===== src/sv/gwb_pkg.sv =====
// Package for the grey point white balance block: shared types, register
// indexes, reset values and fixed widths. No dependencies.
`timescale 1ns / 1ps

package gwb_pkg;

  localparam int SUM_W   = 38;
  localparam int CNT_W   = 21;
  localparam int GAIN_W  = 16;
  localparam int CHR_W   = 18;
  localparam int PROD_W  = 37;
  localparam int DELTA_W = 18;

  localparam logic [CNT_W-1:0]  COUNT_MAX  = {CNT_W{1'b1}};
  localparam logic [GAIN_W-1:0] GAIN_UNITY = 16'd256;

  localparam logic [2:0] REG_GREY_LIMIT   = 3'd0;
  localparam logic [2:0] REG_STRONG_ERROR = 3'd1;
  localparam logic [2:0] REG_WEAK_ERROR   = 3'd2;
  localparam logic [2:0] REG_STEP_SIZE    = 3'd3;
  localparam logic [2:0] REG_GAIN_FLOOR   = 3'd4;
  localparam logic [2:0] REG_GAIN_CEILING = 3'd5;

  localparam logic [15:0] RST_GREY_LIMIT   = 16'd18042;
  localparam logic [15:0] RST_STRONG_ERROR = 16'd205;
  localparam logic [15:0] RST_WEAK_ERROR   = 16'd26;
  localparam logic [15:0] RST_STEP_SIZE    = 16'd200;
  localparam logic [15:0] RST_GAIN_FLOOR   = 16'd0;
  localparam logic [15:0] RST_GAIN_CEILING = 16'd65535;

  localparam logic [1:0] CHAN_NONE = 2'd0;
  localparam logic [1:0] CHAN_BLUE = 2'd1;
  localparam logic [1:0] CHAN_RED  = 2'd2;

  localparam logic STATUS_OK      = 1'b0;
  localparam logic STATUS_NO_GREY = 1'b1;

  typedef struct packed {
    logic [15:0] grey_limit;
    logic [15:0] strong_error;
    logic [15:0] weak_error;
    logic [15:0] step_size;
    logic [15:0] gain_floor;
    logic [15:0] gain_ceiling;
  } cfg_t;

  typedef struct packed {
    logic [7:0] blue;
    logic [7:0] green;
    logic [7:0] red;
    logic       last;
    logic       sample;
  } pix_t;

  typedef struct packed {
    logic                    vld;
    logic                    last;
    logic                    grey;
    logic signed [CHR_W-1:0] u;
    logic signed [CHR_W-1:0] v;
  } grey_t;

  typedef struct packed {
    logic                    vld;
    logic signed [SUM_W-1:0] su;
    logic signed [SUM_W-1:0] sv;
    logic [CNT_W-1:0]        n;
  } frame_t;

  typedef struct packed {
    logic              status;
    logic [1:0]        chan;
    logic [GAIN_W-1:0] red_now;
    logic [GAIN_W-1:0] blue_now;
  } res_t;

endpackage


===== src/sv/gwb_grey_detect.sv =====
// Pixel front end: input register, luma and chroma, and the grey point test.
// Depends on gwb_pkg.
`timescale 1ns / 1ps

module gwb_grey_detect (
  input  logic           clk,
  input  logic           rst_n,
  input  logic           adv,
  input  logic           take,
  input  gwb_pkg::pix_t  pix,
  input  logic [15:0]    grey_limit,
  output gwb_pkg::grey_t grey
);
  import gwb_pkg::*;

  logic                    vld1_r, vld2_r, vld3_r, vld4_r;
  pix_t                    p1_r;
  logic [15:0]             y2_r;
  logic signed [CHR_W-1:0] u2_r, v2_r, u3_r, v3_r, u4_r, v4_r;
  logic [CHR_W-1:0]        chr2_r, chr3_r;
  logic                    smp2_r, smp3_r, last2_r, last3_r, last4_r;
  logic                    ynz3_r, grey4_r;
  logic [31:0]             prod3_r;

  logic [15:0]             y_nxt;
  logic signed [CHR_W-1:0] u_nxt, v_nxt;
  logic [CHR_W-1:0]        ua, va;
  logic                    grey_nxt;

  always_comb begin
    y_nxt = ({8'd0, p1_r.red} * 16'd77) + ({8'd0, p1_r.green} * 16'd150)
          + ({8'd0, p1_r.blue} * 16'd29);
    u_nxt = $signed({2'b00, p1_r.blue, 8'd0}) - $signed({2'b00, y_nxt});
    v_nxt = $signed({2'b00, p1_r.red, 8'd0}) - $signed({2'b00, y_nxt});
    ua    = u_nxt[CHR_W-1] ? CHR_W'(-u_nxt) : CHR_W'(u_nxt);
    va    = v_nxt[CHR_W-1] ? CHR_W'(-v_nxt) : CHR_W'(v_nxt);
    grey_nxt = smp3_r && ynz3_r && ({chr3_r, 16'd0} < {2'b00, prod3_r});
  end

  always_ff @(posedge clk) begin
    if (!rst_n) begin
      vld1_r <= 1'b0;
      vld2_r <= 1'b0;
      vld3_r <= 1'b0;
      vld4_r <= 1'b0;
    end else if (adv) begin
      vld1_r <= take;
      vld2_r <= vld1_r;
      vld3_r <= vld2_r;
      vld4_r <= vld3_r;
    end
  end

  always_ff @(posedge clk) begin
    if (adv) begin
      p1_r    <= pix;
      y2_r    <= y_nxt;
      u2_r    <= u_nxt;
      v2_r    <= v_nxt;
      chr2_r  <= ua + va;
      smp2_r  <= p1_r.sample;
      last2_r <= p1_r.last;
      prod3_r <= 32'(grey_limit) * 32'(y2_r);
      ynz3_r  <= y2_r != 16'd0;
      chr3_r  <= chr2_r;
      u3_r    <= u2_r;
      v3_r    <= v2_r;
      smp3_r  <= smp2_r;
      last3_r <= last2_r;
      grey4_r <= grey_nxt;
      u4_r    <= u3_r;
      v4_r    <= v3_r;
      last4_r <= last3_r;
    end
  end

  assign grey.vld  = vld4_r;
  assign grey.last = last4_r;
  assign grey.grey = grey4_r;
  assign grey.u    = u4_r;
  assign grey.v    = v4_r;

endmodule


===== src/sv/gwb_gain_ctrl.sv =====
// Frame end path: channel choice, error weight, gain step and clamp, and the
// result register. Depends on gwb_pkg.
`timescale 1ns / 1ps

module gwb_gain_ctrl (
  input  logic            clk,
  input  logic            rst_n,
  input  logic            adv,
  input  gwb_pkg::frame_t frame,
  input  gwb_pkg::cfg_t   cfg,
  output logic            res_vld,
  output gwb_pkg::res_t   res
);
  import gwb_pkg::*;

  logic                f2_vld_r, f2_status_r, f2_pos_r, f2_neg_r;
  logic [1:0]          f2_chan_r;
  logic [SUM_W-1:0]    f2_m_r;
  logic [PROD_W-1:0]   f2_ps_r, f2_pw_r;
  logic                f3_vld_r, f3_status_r, f3_dec_r;
  logic [1:0]          f3_chan_r;
  logic [DELTA_W-1:0]  f3_delta_r;
  logic                out_vld_r;
  res_t                res_r;
  logic [GAIN_W-1:0]   red_gain_r, blue_gain_r;

  logic [SUM_W-1:0]        mu, mv, m_nxt;
  logic signed [SUM_W-1:0] s_sel;
  logic [1:0]              chan_nxt;
  logic                    status_nxt;
  logic [DELTA_W-1:0]      delta_nxt;
  logic                    w2, w1;
  logic [GAIN_W-1:0]       gain_old, gain_new, red_nxt, blue_nxt;
  logic signed [25:0]      t;
  logic signed [17:0]      q;

  always_comb begin
    mu = frame.su[SUM_W-1] ? SUM_W'(-frame.su) : SUM_W'(frame.su);
    mv = frame.sv[SUM_W-1] ? SUM_W'(-frame.sv) : SUM_W'(frame.sv);
    status_nxt = (frame.n == '0) ? STATUS_NO_GREY : STATUS_OK;
    if (status_nxt == STATUS_NO_GREY) begin
      chan_nxt = CHAN_NONE;
    end else if (mu > mv) begin
      chan_nxt = CHAN_BLUE;
    end else if (mv > mu) begin
      chan_nxt = CHAN_RED;
    end else begin
      chan_nxt = CHAN_NONE;
    end
    s_sel = (chan_nxt == CHAN_BLUE) ? frame.su : frame.sv;
    m_nxt = (chan_nxt == CHAN_BLUE) ? mu : mv;
  end

  always_comb begin
    w2 = f2_m_r > {1'b0, f2_ps_r};
    w1 = (f2_m_r >= {1'b0, f2_pw_r}) && (f2_m_r < {1'b0, f2_ps_r});
    if (!f2_pos_r && !f2_neg_r) begin
      delta_nxt = '0;
    end else if (w2) begin
      delta_nxt = {1'b0, cfg.step_size, 1'b0};
    end else if (w1) begin
      delta_nxt = {2'b00, cfg.step_size};
    end else begin
      delta_nxt = '0;
    end
  end

  always_comb begin
    gain_old = (f3_chan_r == CHAN_BLUE) ? blue_gain_r : red_gain_r;
    if (f3_dec_r) begin
      t = $signed({2'b00, gain_old, 8'd0}) - $signed({8'd0, f3_delta_r});
    end else begin
      t = $signed({2'b00, gain_old, 8'd0}) + $signed({8'd0, f3_delta_r});
    end
    q = t[25:8];
    if (q > $signed({2'b00, cfg.gain_ceiling})) begin
      gain_new = cfg.gain_ceiling;
    end else if (q < $signed({2'b00, cfg.gain_floor})) begin
      gain_new = cfg.gain_floor;
    end else begin
      gain_new = q[GAIN_W-1:0];
    end
    red_nxt  = (f3_chan_r == CHAN_RED) ? gain_new : red_gain_r;
    blue_nxt = (f3_chan_r == CHAN_BLUE) ? gain_new : blue_gain_r;
  end

  always_ff @(posedge clk) begin
    if (!rst_n) begin
      f2_vld_r    <= 1'b0;
      f3_vld_r    <= 1'b0;
      out_vld_r   <= 1'b0;
      red_gain_r  <= GAIN_UNITY;
      blue_gain_r <= GAIN_UNITY;
    end else if (adv) begin
      f2_vld_r  <= frame.vld;
      f3_vld_r  <= f2_vld_r;
      out_vld_r <= f3_vld_r;
      if (f3_vld_r) begin
        red_gain_r  <= red_nxt;
        blue_gain_r <= blue_nxt;
      end
    end
  end

  always_ff @(posedge clk) begin
    if (adv) begin
      f2_status_r <= status_nxt;
      f2_chan_r   <= chan_nxt;
      f2_m_r      <= m_nxt;
      f2_neg_r    <= s_sel[SUM_W-1];
      f2_pos_r    <= !s_sel[SUM_W-1] && (s_sel != '0);
      f2_ps_r     <= PROD_W'(cfg.strong_error) * PROD_W'(frame.n);
      f2_pw_r     <= PROD_W'(cfg.weak_error) * PROD_W'(frame.n);
      f3_status_r <= f2_status_r;
      f3_chan_r   <= f2_chan_r;
      f3_dec_r    <= f2_pos_r;
      f3_delta_r  <= delta_nxt;
      if (f3_vld_r) begin
        res_r.status   <= f3_status_r;
        res_r.chan     <= f3_chan_r;
        res_r.red_now  <= red_nxt;
        res_r.blue_now <= blue_nxt;
      end
    end
  end

  assign res_vld = out_vld_r;
  assign res     = res_r;

endmodule


===== src/sv/grey_point_white_balance_top.sv =====
// Top level of the grey point white balance block: configuration registers,
// sample phase, frame accumulators. Depends on gwb_pkg, gwb_grey_detect and
// gwb_gain_ctrl.
//
//   channel   direction  handshake              payload
//   in_       input      in_valid / in_stall    pixel_blue/green/red, frame_last
//   out_      output     out_valid / out_stall  status, adjusted_channel, gains
//   cfg_      APB        psel, penable, pready  paddr, pwdata, prdata
//
// One pixel is taken every cycle that in_stall is low. A frame's result passes
// the grey detect stages, frame register and gain control stages to the output.
// Reset clears the accumulators, sample phase and all valid bits, and sets both
// gains to 256. While a result waits in the output register with out_stall high,
// the whole pipeline holds and in_stall is high.
`timescale 1ns / 1ps

module grey_point_white_balance_top #(
  parameter int SAMPLE_STRIDE = 4
) (
  input  logic        clk,
  input  logic        rst_n,
  input  logic        in_valid,
  output logic        in_stall,
  input  logic [7:0]  in_pixel_blue,
  input  logic [7:0]  in_pixel_green,
  input  logic [7:0]  in_pixel_red,
  input  logic        in_frame_last,
  output logic        out_valid,
  input  logic        out_stall,
  output logic        out_status,
  output logic [1:0]  out_adjusted_channel,
  output logic [15:0] out_red_gain_now,
  output logic [15:0] out_blue_gain_now,
  input  logic        cfg_psel,
  input  logic        cfg_penable,
  input  logic        cfg_pwrite,
  input  logic [4:0]  cfg_paddr,
  input  logic [31:0] cfg_pwdata,
  output logic [31:0] cfg_prdata,
  output logic        cfg_pready
);
  import gwb_pkg::*;

  localparam int PH_W = (SAMPLE_STRIDE > 1) ? $clog2(SAMPLE_STRIDE) : 1;
  localparam logic [PH_W-1:0] PH_LAST = PH_W'(SAMPLE_STRIDE - 1);

  cfg_t                    cfg_r;
  logic [PH_W-1:0]         phase_r;
  logic signed [SUM_W-1:0] acc_u_r, acc_v_r, acc_u_nxt, acc_v_nxt;
  logic [CNT_W-1:0]        acc_n_r, acc_n_nxt;
  frame_t                  frame_r;
  logic                    adv, take, add, wr_en, res_vld;
  logic [2:0]              idx;
  pix_t                    pix;
  grey_t                   grey;
  res_t                    res;

  assign adv      = !(res_vld && out_stall);
  assign in_stall = !adv;
  assign take     = in_valid && adv;

  assign cfg_pready = 1'b1;
  assign idx        = cfg_paddr[4:2];
  assign wr_en      = cfg_psel && cfg_penable && cfg_pwrite && cfg_pready;

  always_ff @(posedge clk) begin
    if (!rst_n) begin
      cfg_r.grey_limit   <= RST_GREY_LIMIT;
      cfg_r.strong_error <= RST_STRONG_ERROR;
      cfg_r.weak_error   <= RST_WEAK_ERROR;
      cfg_r.step_size    <= RST_STEP_SIZE;
      cfg_r.gain_floor   <= RST_GAIN_FLOOR;
      cfg_r.gain_ceiling <= RST_GAIN_CEILING;
    end else if (wr_en) begin
      unique case (idx)
        REG_GREY_LIMIT:   cfg_r.grey_limit   <= cfg_pwdata[15:0];
        REG_STRONG_ERROR: cfg_r.strong_error <= cfg_pwdata[15:0];
        REG_WEAK_ERROR:   cfg_r.weak_error   <= cfg_pwdata[15:0];
        REG_STEP_SIZE:    cfg_r.step_size    <= cfg_pwdata[15:0];
        REG_GAIN_FLOOR:   cfg_r.gain_floor   <= cfg_pwdata[15:0];
        REG_GAIN_CEILING: cfg_r.gain_ceiling <= cfg_pwdata[15:0];
        default: ;
      endcase
    end
  end

  always_comb begin
    unique case (idx)
      REG_GREY_LIMIT:   cfg_prdata = {16'd0, cfg_r.grey_limit};
      REG_STRONG_ERROR: cfg_prdata = {16'd0, cfg_r.strong_error};
      REG_WEAK_ERROR:   cfg_prdata = {16'd0, cfg_r.weak_error};
      REG_STEP_SIZE:    cfg_prdata = {16'd0, cfg_r.step_size};
      REG_GAIN_FLOOR:   cfg_prdata = {16'd0, cfg_r.gain_floor};
      REG_GAIN_CEILING: cfg_prdata = {16'd0, cfg_r.gain_ceiling};
      default:          cfg_prdata = 32'd0;
    endcase
  end

  always_ff @(posedge clk) begin
    if (!rst_n) begin
      phase_r <= '0;
    end else if (take) begin
      if (in_frame_last || (phase_r == PH_LAST)) begin
        phase_r <= '0;
      end else begin
        phase_r <= phase_r + 1'b1;
      end
    end
  end

  assign pix.blue   = in_pixel_blue;
  assign pix.green  = in_pixel_green;
  assign pix.red    = in_pixel_red;
  assign pix.last   = in_frame_last;
  assign pix.sample = phase_r == '0;

  gwb_grey_detect u_grey_detect (
    .clk        (clk),
    .rst_n      (rst_n),
    .adv        (adv),
    .take       (take),
    .pix        (pix),
    .grey_limit (cfg_r.grey_limit),
    .grey       (grey)
  );

  always_comb begin
    add       = grey.grey && (acc_n_r != COUNT_MAX);
    acc_u_nxt = add ? acc_u_r + SUM_W'(grey.u) : acc_u_r;
    acc_v_nxt = add ? acc_v_r + SUM_W'(grey.v) : acc_v_r;
    acc_n_nxt = add ? acc_n_r + 1'b1 : acc_n_r;
  end

  always_ff @(posedge clk) begin
    if (!rst_n) begin
      acc_u_r     <= '0;
      acc_v_r     <= '0;
      acc_n_r     <= '0;
      frame_r.vld <= 1'b0;
    end else if (adv) begin
      frame_r.vld <= grey.vld && grey.last;
      frame_r.su  <= acc_u_nxt;
      frame_r.sv  <= acc_v_nxt;
      frame_r.n   <= acc_n_nxt;
      if (grey.vld) begin
        if (grey.last) begin
          acc_u_r <= '0;
          acc_v_r <= '0;
          acc_n_r <= '0;
        end else begin
          acc_u_r <= acc_u_nxt;
          acc_v_r <= acc_v_nxt;
          acc_n_r <= acc_n_nxt;
        end
      end
    end
  end

  gwb_gain_ctrl u_gain_ctrl (
    .clk     (clk),
    .rst_n   (rst_n),
    .adv     (adv),
    .frame   (frame_r),
    .cfg     (cfg_r),
    .res_vld (res_vld),
    .res     (res)
  );

  assign out_valid            = res_vld;
  assign out_status           = res.status;
  assign out_adjusted_channel = res.chan;
  assign out_red_gain_now     = res.red_now;
  assign out_blue_gain_now    = res.blue_now;

endmodule

===== config.mk =====
export PLATFORM = sky130hd
export DESIGN_NAME = grey_point_white_balance_top
export DESIGN_NICKNAME = d
export VERILOG_FILES = /design/src/sv/gwb_pkg.sv /design/src/sv/gwb_grey_detect.sv /design/src/sv/gwb_gain_ctrl.sv /design/src/sv/grey_point_white_balance_top.sv
export SDC_FILE = /design/constraint.sdc
export NUM_CORES = 2
export LEC_CHECK = 0
export BUFFER_PORTS_ARGS = -buffer_cell sky130_fd_sc_hd__buf_4
export CORE_ASPECT_RATIO = 1.75
export CORE_MARGIN = 4
export CORE_UTILIZATION = 45
export CTS_BUF_LIST = sky130_fd_sc_hd__clkbuf_16
export DETAILED_ROUTE_END_ITERATION = 10
export GPL_TIMING_DRIVEN = 0
export HOLD_SLACK_MARGIN = 0.12
export RECOVER_POWER = 25
export SLEW_MARGIN = 20
export SYNTH_ARGS = -nofsm -noshare
export SYNTH_HDL_FRONTEND = slang
export SYNTH_SLANG_ARGS = --single-unit

===== constraint.sdc =====
create_clock -name clk -period 17.25 [get_ports clk]
set_clock_uncertainty 0.15 [all_clocks]
set_input_delay 0.8625 -clock clk [delete_from_list [all_inputs] [get_ports clk]]
set_output_delay 0.8625 -clock clk [all_outputs]
set_load 0.005 [all_outputs]

* Yosys cells after proc, flatten, opt, wreduce, memory -nomap -nowiden
Cells that the tools add are included.
** Cells by class
- Add/subtract/negate cells :: 15
- Multipliers :: 6
- $lt $le $gt $ge :: 8
- Eq/ne operators :: 10
- Multiplexer cells :: 26
- Bitwise gates (word level) :: 2
- Reduce and logical (&&, ||, !) cells :: 32
** Operator list (count)
- $mux 38 :: 8
- $mux 16 :: 6
- $pmux 16 s6 :: 1
- $add 38x18->38 :: 2
- $gt 38x38->1 :: 2
- $neg 38->38 :: 2
- $mul 16x21->37 :: 2
- $mux 21 :: 2
- $ge 38x37->1 :: 1
- $gt 38x37->1 :: 1
- $lt 38x37->1 :: 1
- $reduce_bool 38->1 :: 1
- $mux 18 :: 2
- $neg 18->18 :: 2
- $lt 34x32->1 :: 1
- $sub 16x16->17 :: 2
- $mul 16x16->32 :: 1
- $mul 8x7->15 const B :: 2
- $mux 26 :: 1
- $add 24x18->25 :: 1
- $sub 24x18->25 :: 1
- $add 21x1->21 const B :: 1
- $logic_not 21->1 :: 1
- $ne 21x21->1 const B :: 1
- 25 further kinds :: 54
** Word-level totals
- Flip-flop bits (word level) :: 731
- Input bits :: 69
- Output and inout port bits :: 70
- Word-level logic and storage cells :: 161

* Depth between registers and ports, before layout
- Depth in word-level cells :: 10
- Mapped depth :: 46
- Depth with buffers taken out :: 45

* By module
Synthesis repeated with hierarchy kept, for this count alone.
** Unflattened totals
- Cell total of the unflattened synthesis :: 7703
- Area total of the unflattened synthesis :: 71806.4 µm²
** By module, submodules not included
- gwb_gain_ctrl :: times used 1, cells an instance 3990, area an instance 35939.5 µm², sequential area each 5895.7 µm²
- gwb_grey_detect :: times used 1, cells an instance 1921, area an instance 20483.4 µm², sequential area each 5845.6 µm²
- grey_point_white_balance_top :: times used 1, cells an instance 1792, area an instance 15383.5 µm², sequential area each 6836.6 µm²

* Least setup slack after synthesis
Ideal clock, no wire load.
- Kind :: input to register
- From :: input out_stall
- To :: register u_gain_ctrl.out_vld_r, in the netlist u_gain_ctrl.res_vld
- Setup time :: 0.134 ns
- Arrival :: 13.771 ns
- Required time :: 16.966 ns
- Slack :: 3.195 ns
- Cell stages on the path :: 4
- Buffers on the path :: 1
- Cell sequence :: nand2_1 > clkbuf_1 > clkinv_1 > o21a_1
** Between the ends
- Cells in the longest elaborated chain, start to end :: 1
** Ends and longest elaborated chain
- start: declaration :: line grey_point_white_balance_top.sv:29 : input logic out_stall,
- $logic_and 1x1->1 :: line grey_point_white_balance_top.sv:58 : assign adv = !(res_vld && out_stall);
- via in_stall :: line grey_point_white_balance_top.sv:23 : output logic in_stall,
- end signal: assignment :: line gwb_gain_ctrl.sv:97 : out_vld_r <= f3_vld_r;
- end: declaration :: line gwb_gain_ctrl.sv:23 : logic out_vld_r;
The timed path passes the listed nets, and every way through them passes these cells.
A chain may end at the register's enable or synchronous reset.

* Worst setup path after layout
- From :: register u_grey_detect.p1_r[14] (netlist name)
- To :: register u_grey_detect.chr2_r[16] (data pin)
** Between the ends
- Cells in the longest elaborated chain, start to end :: 7
- Elaborated cells between the ends (all ways) :: 10
- Those cells by class :: 7 x add/sub; 1 x mul; 2 x mux
** Ends and longest elaborated chain
- start: declaration :: line gwb_grey_detect.sv:17 : pix_t p1_r;
- start signal: assignment :: line gwb_grey_detect.sv:56 : p1_r <= pix;
- $mul 8x7->15 (*) :: line gwb_grey_detect.sv:31 : y_nxt = ({8'd0, p1_r.red} * 16'd77) + ({8'd0, p1_r.green} * 16'd150)
- $add 15x16->16 (*) :: line gwb_grey_detect.sv:31
- $add 16x13->16 (*) :: line gwb_grey_detect.sv:32 : + ({8'd0, p1_r.blue} * 16'd29);
- via u_grey_detect.y_nxt[9] :: line gwb_grey_detect.sv:25 : logic [15:0] y_nxt;
- $sub 16x16->17 (*) :: line gwb_grey_detect.sv:33 : u_nxt = $signed({2'b00, p1_r.blue, 8'd0}) - $signed({2'b00, y_nxt});
- via u_grey_detect.u_nxt[16] :: line gwb_grey_detect.sv:26 : logic signed [CHR_W-1:0] u_nxt, v_nxt;
- $neg 18->18 :: line gwb_grey_detect.sv:35 : ua = u_nxt[CHR_W-1] ? CHR_W'(-u_nxt) : CHR_W'(u_nxt);
- $mux 18 (*) :: line gwb_grey_detect.sv:35
- $add 18x18->18 (*) :: line gwb_grey_detect.sv:60 : chr2_r <= ua + va;
- end signal: assignment :: line gwb_grey_detect.sv:60
- end: declaration :: line gwb_grey_detect.sv:20 : logic [CHR_W-1:0] chr2_r, chr3_r;
The timed path passes the listed nets; every way through them passes the cells marked *.

==> reports/metrics.cfg <==
[clock_network]
cts_sinks = 697
cts_buffers = 68
clock_tree.root_cell = clkbuf_16
clockBufferDepth = 3
cts_setup_buffers = 0
ctsHoldBuffers = 0
clock_latency_ns = 0.68
path_clk_slew_ns = 0.07
h-tree-depth = 3
cts_tree = built
cts_resized = 0

[cells_and_area]
fillers = 14800
fin_nets = 9287
syn2layout_area_growth_pct = 8.08
drive_above_1_share_pct = 4.41

[setup_path]
crit_path_frequent_cell = fa_1
critPathRequiredTime_ns = 17.51
rr_worst_depth = 43
cp_slowest_cell = fa_1
worstSetupPathType = reg -> reg
r2r_setup_slack_ns = 5.51
arrival_ns = 11.99
start_kind = flip-flop
crit_path_end_kind = flip-flop
critPathMaxStageDelay_ns = 0.51
timing.rr.end = u_grey_detect.chr2_r[16]
cp_max_fo = 10
r2r_start = u_grey_detect.p1_r[14]

[sta]
relSlewSlack_pct = -105
rsz0062_at_grt = false
finalCriticalPeriod_ns = 11.74
hold_viol_final = 0
maxSlewViolCount = 249
setup_slack_ns = 5.51
fin_crit_sh_pct = 68.0
worst_pin_slew_ns = 3.07
finalSetupViolCount = 0
clock.fmax_mhz = 85.2

[grt]
grt_pass1_vias = 57700
grt.total_usage_pct = 28.6
antenna_found_initial = 5
grt_max_degree = 59
grt_pass1_wl_mm = 352
grt_overflow = 0

[place]
portBuffers = 102
dp_slack_ns = 5.55
dp_hpwl_mm = 194
gp_congestion = 0.964

[synth]
syn_area_mm2 = 0.0711
synth_ff_type = edfxtp_1
synth-edff-count = 462
ys_ff_latch = 697
syn_inst = 7542
ys_async_sr_fraction_pct = 0
synth.yosys.seq_area_share_pct = 26.1
syn_avg_cell_area_um2 = 9.43
synth_warnings = 0
synth.distinct_cells = 103

[run_status]
outcome = complete, but fails checks
violations = max-capacitance violations, max-slew violations

[route]
detail_route.iter0.violations = 3379
drt_pass1_iterations = 6
totalWireLength_mm = 234
antenna_left = 0
route.detailed.drc = 0
vias_per_cell = 5.58
num_vias = 54900
routedWlPerCell_um = 23.8

[floorplanning]
die_w_um = 308
io_pins = 139
dieArea_mm2 = 0.165
rows = 192
core_area_mm2 = 0.157
chipHeight_um = 534
start_util_pct = 45.4

[hold_path]
hold_start = in_pixel_green[0]
hold_path_end = u_grey_detect.p1_r[10]
holdPathStages = 1
hold_class = in -> reg

[job]
drv_cap = 6

-- synth_stat cells, types with 27 or more instances --
master,number,area share (%)
a21boi_0,83,0.88
nand4_1,56,0.49
a21o_1,131,1.4
o21a_1,27,0.29
nor4_1,30,0.26
clkbuf_1,297,1.6
xnor2_1,201,2.5
or3_1,41,0.36
o21ai_0,296,2.1
a22oi_1,112,1.2
a21oi_1,232,1.6
nor2_1,208,1.1
xor2_1,134,1.7
mux2i_1,48,0.68
edfxtp_1,462,20
o31ai_1,28,0.30
and2_1,348,3.1
nand3_1,91,0.64
nor3_1,73,0.51
a31oi_1,30,0.26
and3_1,31,0.27
nand2b_1,49,0.43
o211ai_1,31,0.33
dfxtp_1,235,6.6
ha_1,698,12
a211oi_1,29,0.31
inv_1,1116,5.9
fa_1,782,22
nand2_1,1171,6.2
nor2b_1,105,0.92
o21bai_1,37,0.39
-- layout by cell type, fill, tap and decap left out, drive strengths merged, types with 31 or more instances in the layout --
cell    synthesis  final
a21boi         84     84
a21o          131    131
a21oi         234    234
a22oi         112    112
and2          353    353
and3           31     31
buf            44    103
clkbuf        297    417
dfxtp         235    235
edfxtp        462    462
fa            782    782
ha            698    698
inv          1118   1140
mux2i          48     48
nand2        1171   1171
nand2b         49     49
nand3          91     91
nand4          56     56
nor2          209    209
nor2b         105    105
nor3           75     75
o211ai         31     31
o21ai         303    303
o21bai         37     37
or3            42     42
xnor2         204    204
xor2          134    134
-- critical path: cells and delay by family, from the launching register on --
kind                       cells  cell delay [ns]
DFF                            1             0.49
adders and majority gates     14             5.60
AOI/OAI and AO/OA             16             3.25
buffers and inverters          7             0.77
xor gates and xnor gates       2             0.52
and+or+nand+nor                4             0.66
-- routing by layer --
metal | global-route usage [%] | share of wire [%] | vias up
met5 | 0 | 0.0056 | -
met4 | 20.3 | 8.9 | 2
met3 | 2.94 | 4.0 | 668
met2 | 52.3 | 52 | 1538
met1 | 30.4 | 35 | 27500
li1 | - | - | 25200
-- stage by stage --
step / TNS, ns / cells / util, % / instance area [um2] / hold slack [ns]
2_1_floorplan: 0 / 7557 / - / 71100 / 0.250
4_1_cts: 0 / 9829 / 49.1 / 76900 / 0.151
5_1_grt: 0 / 9830 / 49.0 / 76800 / 0.204
3_3_place_gp: -347.56 / 9696 / 47.5 / 74500 / 0.252
3_5_place_dp: 0 / 9705 / 47.7 / 74700 / 0.255
6_report: 0 / 9834 / 49.1 / 76800 / 0.235
-- area by class of cell --
class,instances,area [um2],area share (%)
Tap cell,2037,2550,3.32
Antenna cell,5,12.5,0.0163
Inverter,1119,4210,5.47
Multi-Input combinational cell,5400,47000,61.2
Clock inverter,56,544,0.708
Sequential cell,697,18600,24.2
Clock buffer,68,1700,2.21
Timing Repair Buffer,111,861,1.12
Buffer,341,1370,1.79
-- kinds of logic after synthesis --
kind of cell | count (synthesis) | share of synthesized area (%)
AOI/OAI and AO/OA | 1197 | 11.1
xor gates and xnor gates | 340 | 4.28
and+or+nand+nor | 2293 | 15.2
other | 2 | 0.0106
buffers and inverters | 1460 | 7.84
adders and majority gates | 1488 | 34.4
DFF | 697 | 26.1
muxes | 65 | 0.945
-- state kept, by name (all words and copies together), names as in the netlist, 15 cells and up --
name,cells
acc_u_r,38
u_grey_detect.v3_r,17
acc_n_r,21
u_gain_ctrl.red_gain_r,16
acc_v_r,38
u_gain_ctrl.blue_gain_r,16
u_gain_ctrl.f2_ps_r,37
u_grey_detect.chr3_r,17
u_gain_ctrl.f2_pw_r,37
u_grey_detect.chr2_r,17
u_grey_detect.v4_r,17
u_gain_ctrl.f2_m_r,38
u_gain_ctrl.f3_delta_r,17
u_grey_detect.y2_r,15
frame_r,98
u_grey_detect.prod3_r,32
u_grey_detect.p1_r,26
u_gain_ctrl.res,35
cfg_r,96
u_grey_detect.v2_r,17
-- worst max path at each step --
stage | start | end | cells after the start | slack (ns)
floorplan | out_stall | u_gain_ctrl.res_vld | 4 | 3.19
global placement | out_stall | in_stall | 5 | -4.39
CTS | u_grey_detect.p1_r[14] | u_grey_detect.chr2_r[16] | 43 | 5.46
detailed placement | u_grey_detect.p1_r[14] | u_grey_detect.chr2_r[16] | 43 | 5.55
global route | u_grey_detect.p1_r[16] | u_grey_detect.chr2_r[16] | 45 | 4.75
finish | u_grey_detect.p1_r[14] | u_grey_detect.chr2_r[16] | 43 | 5.51
Power is not shown: default switching activity piles up to over one toggle a cycle in this logic, so the estimate is an artifact.
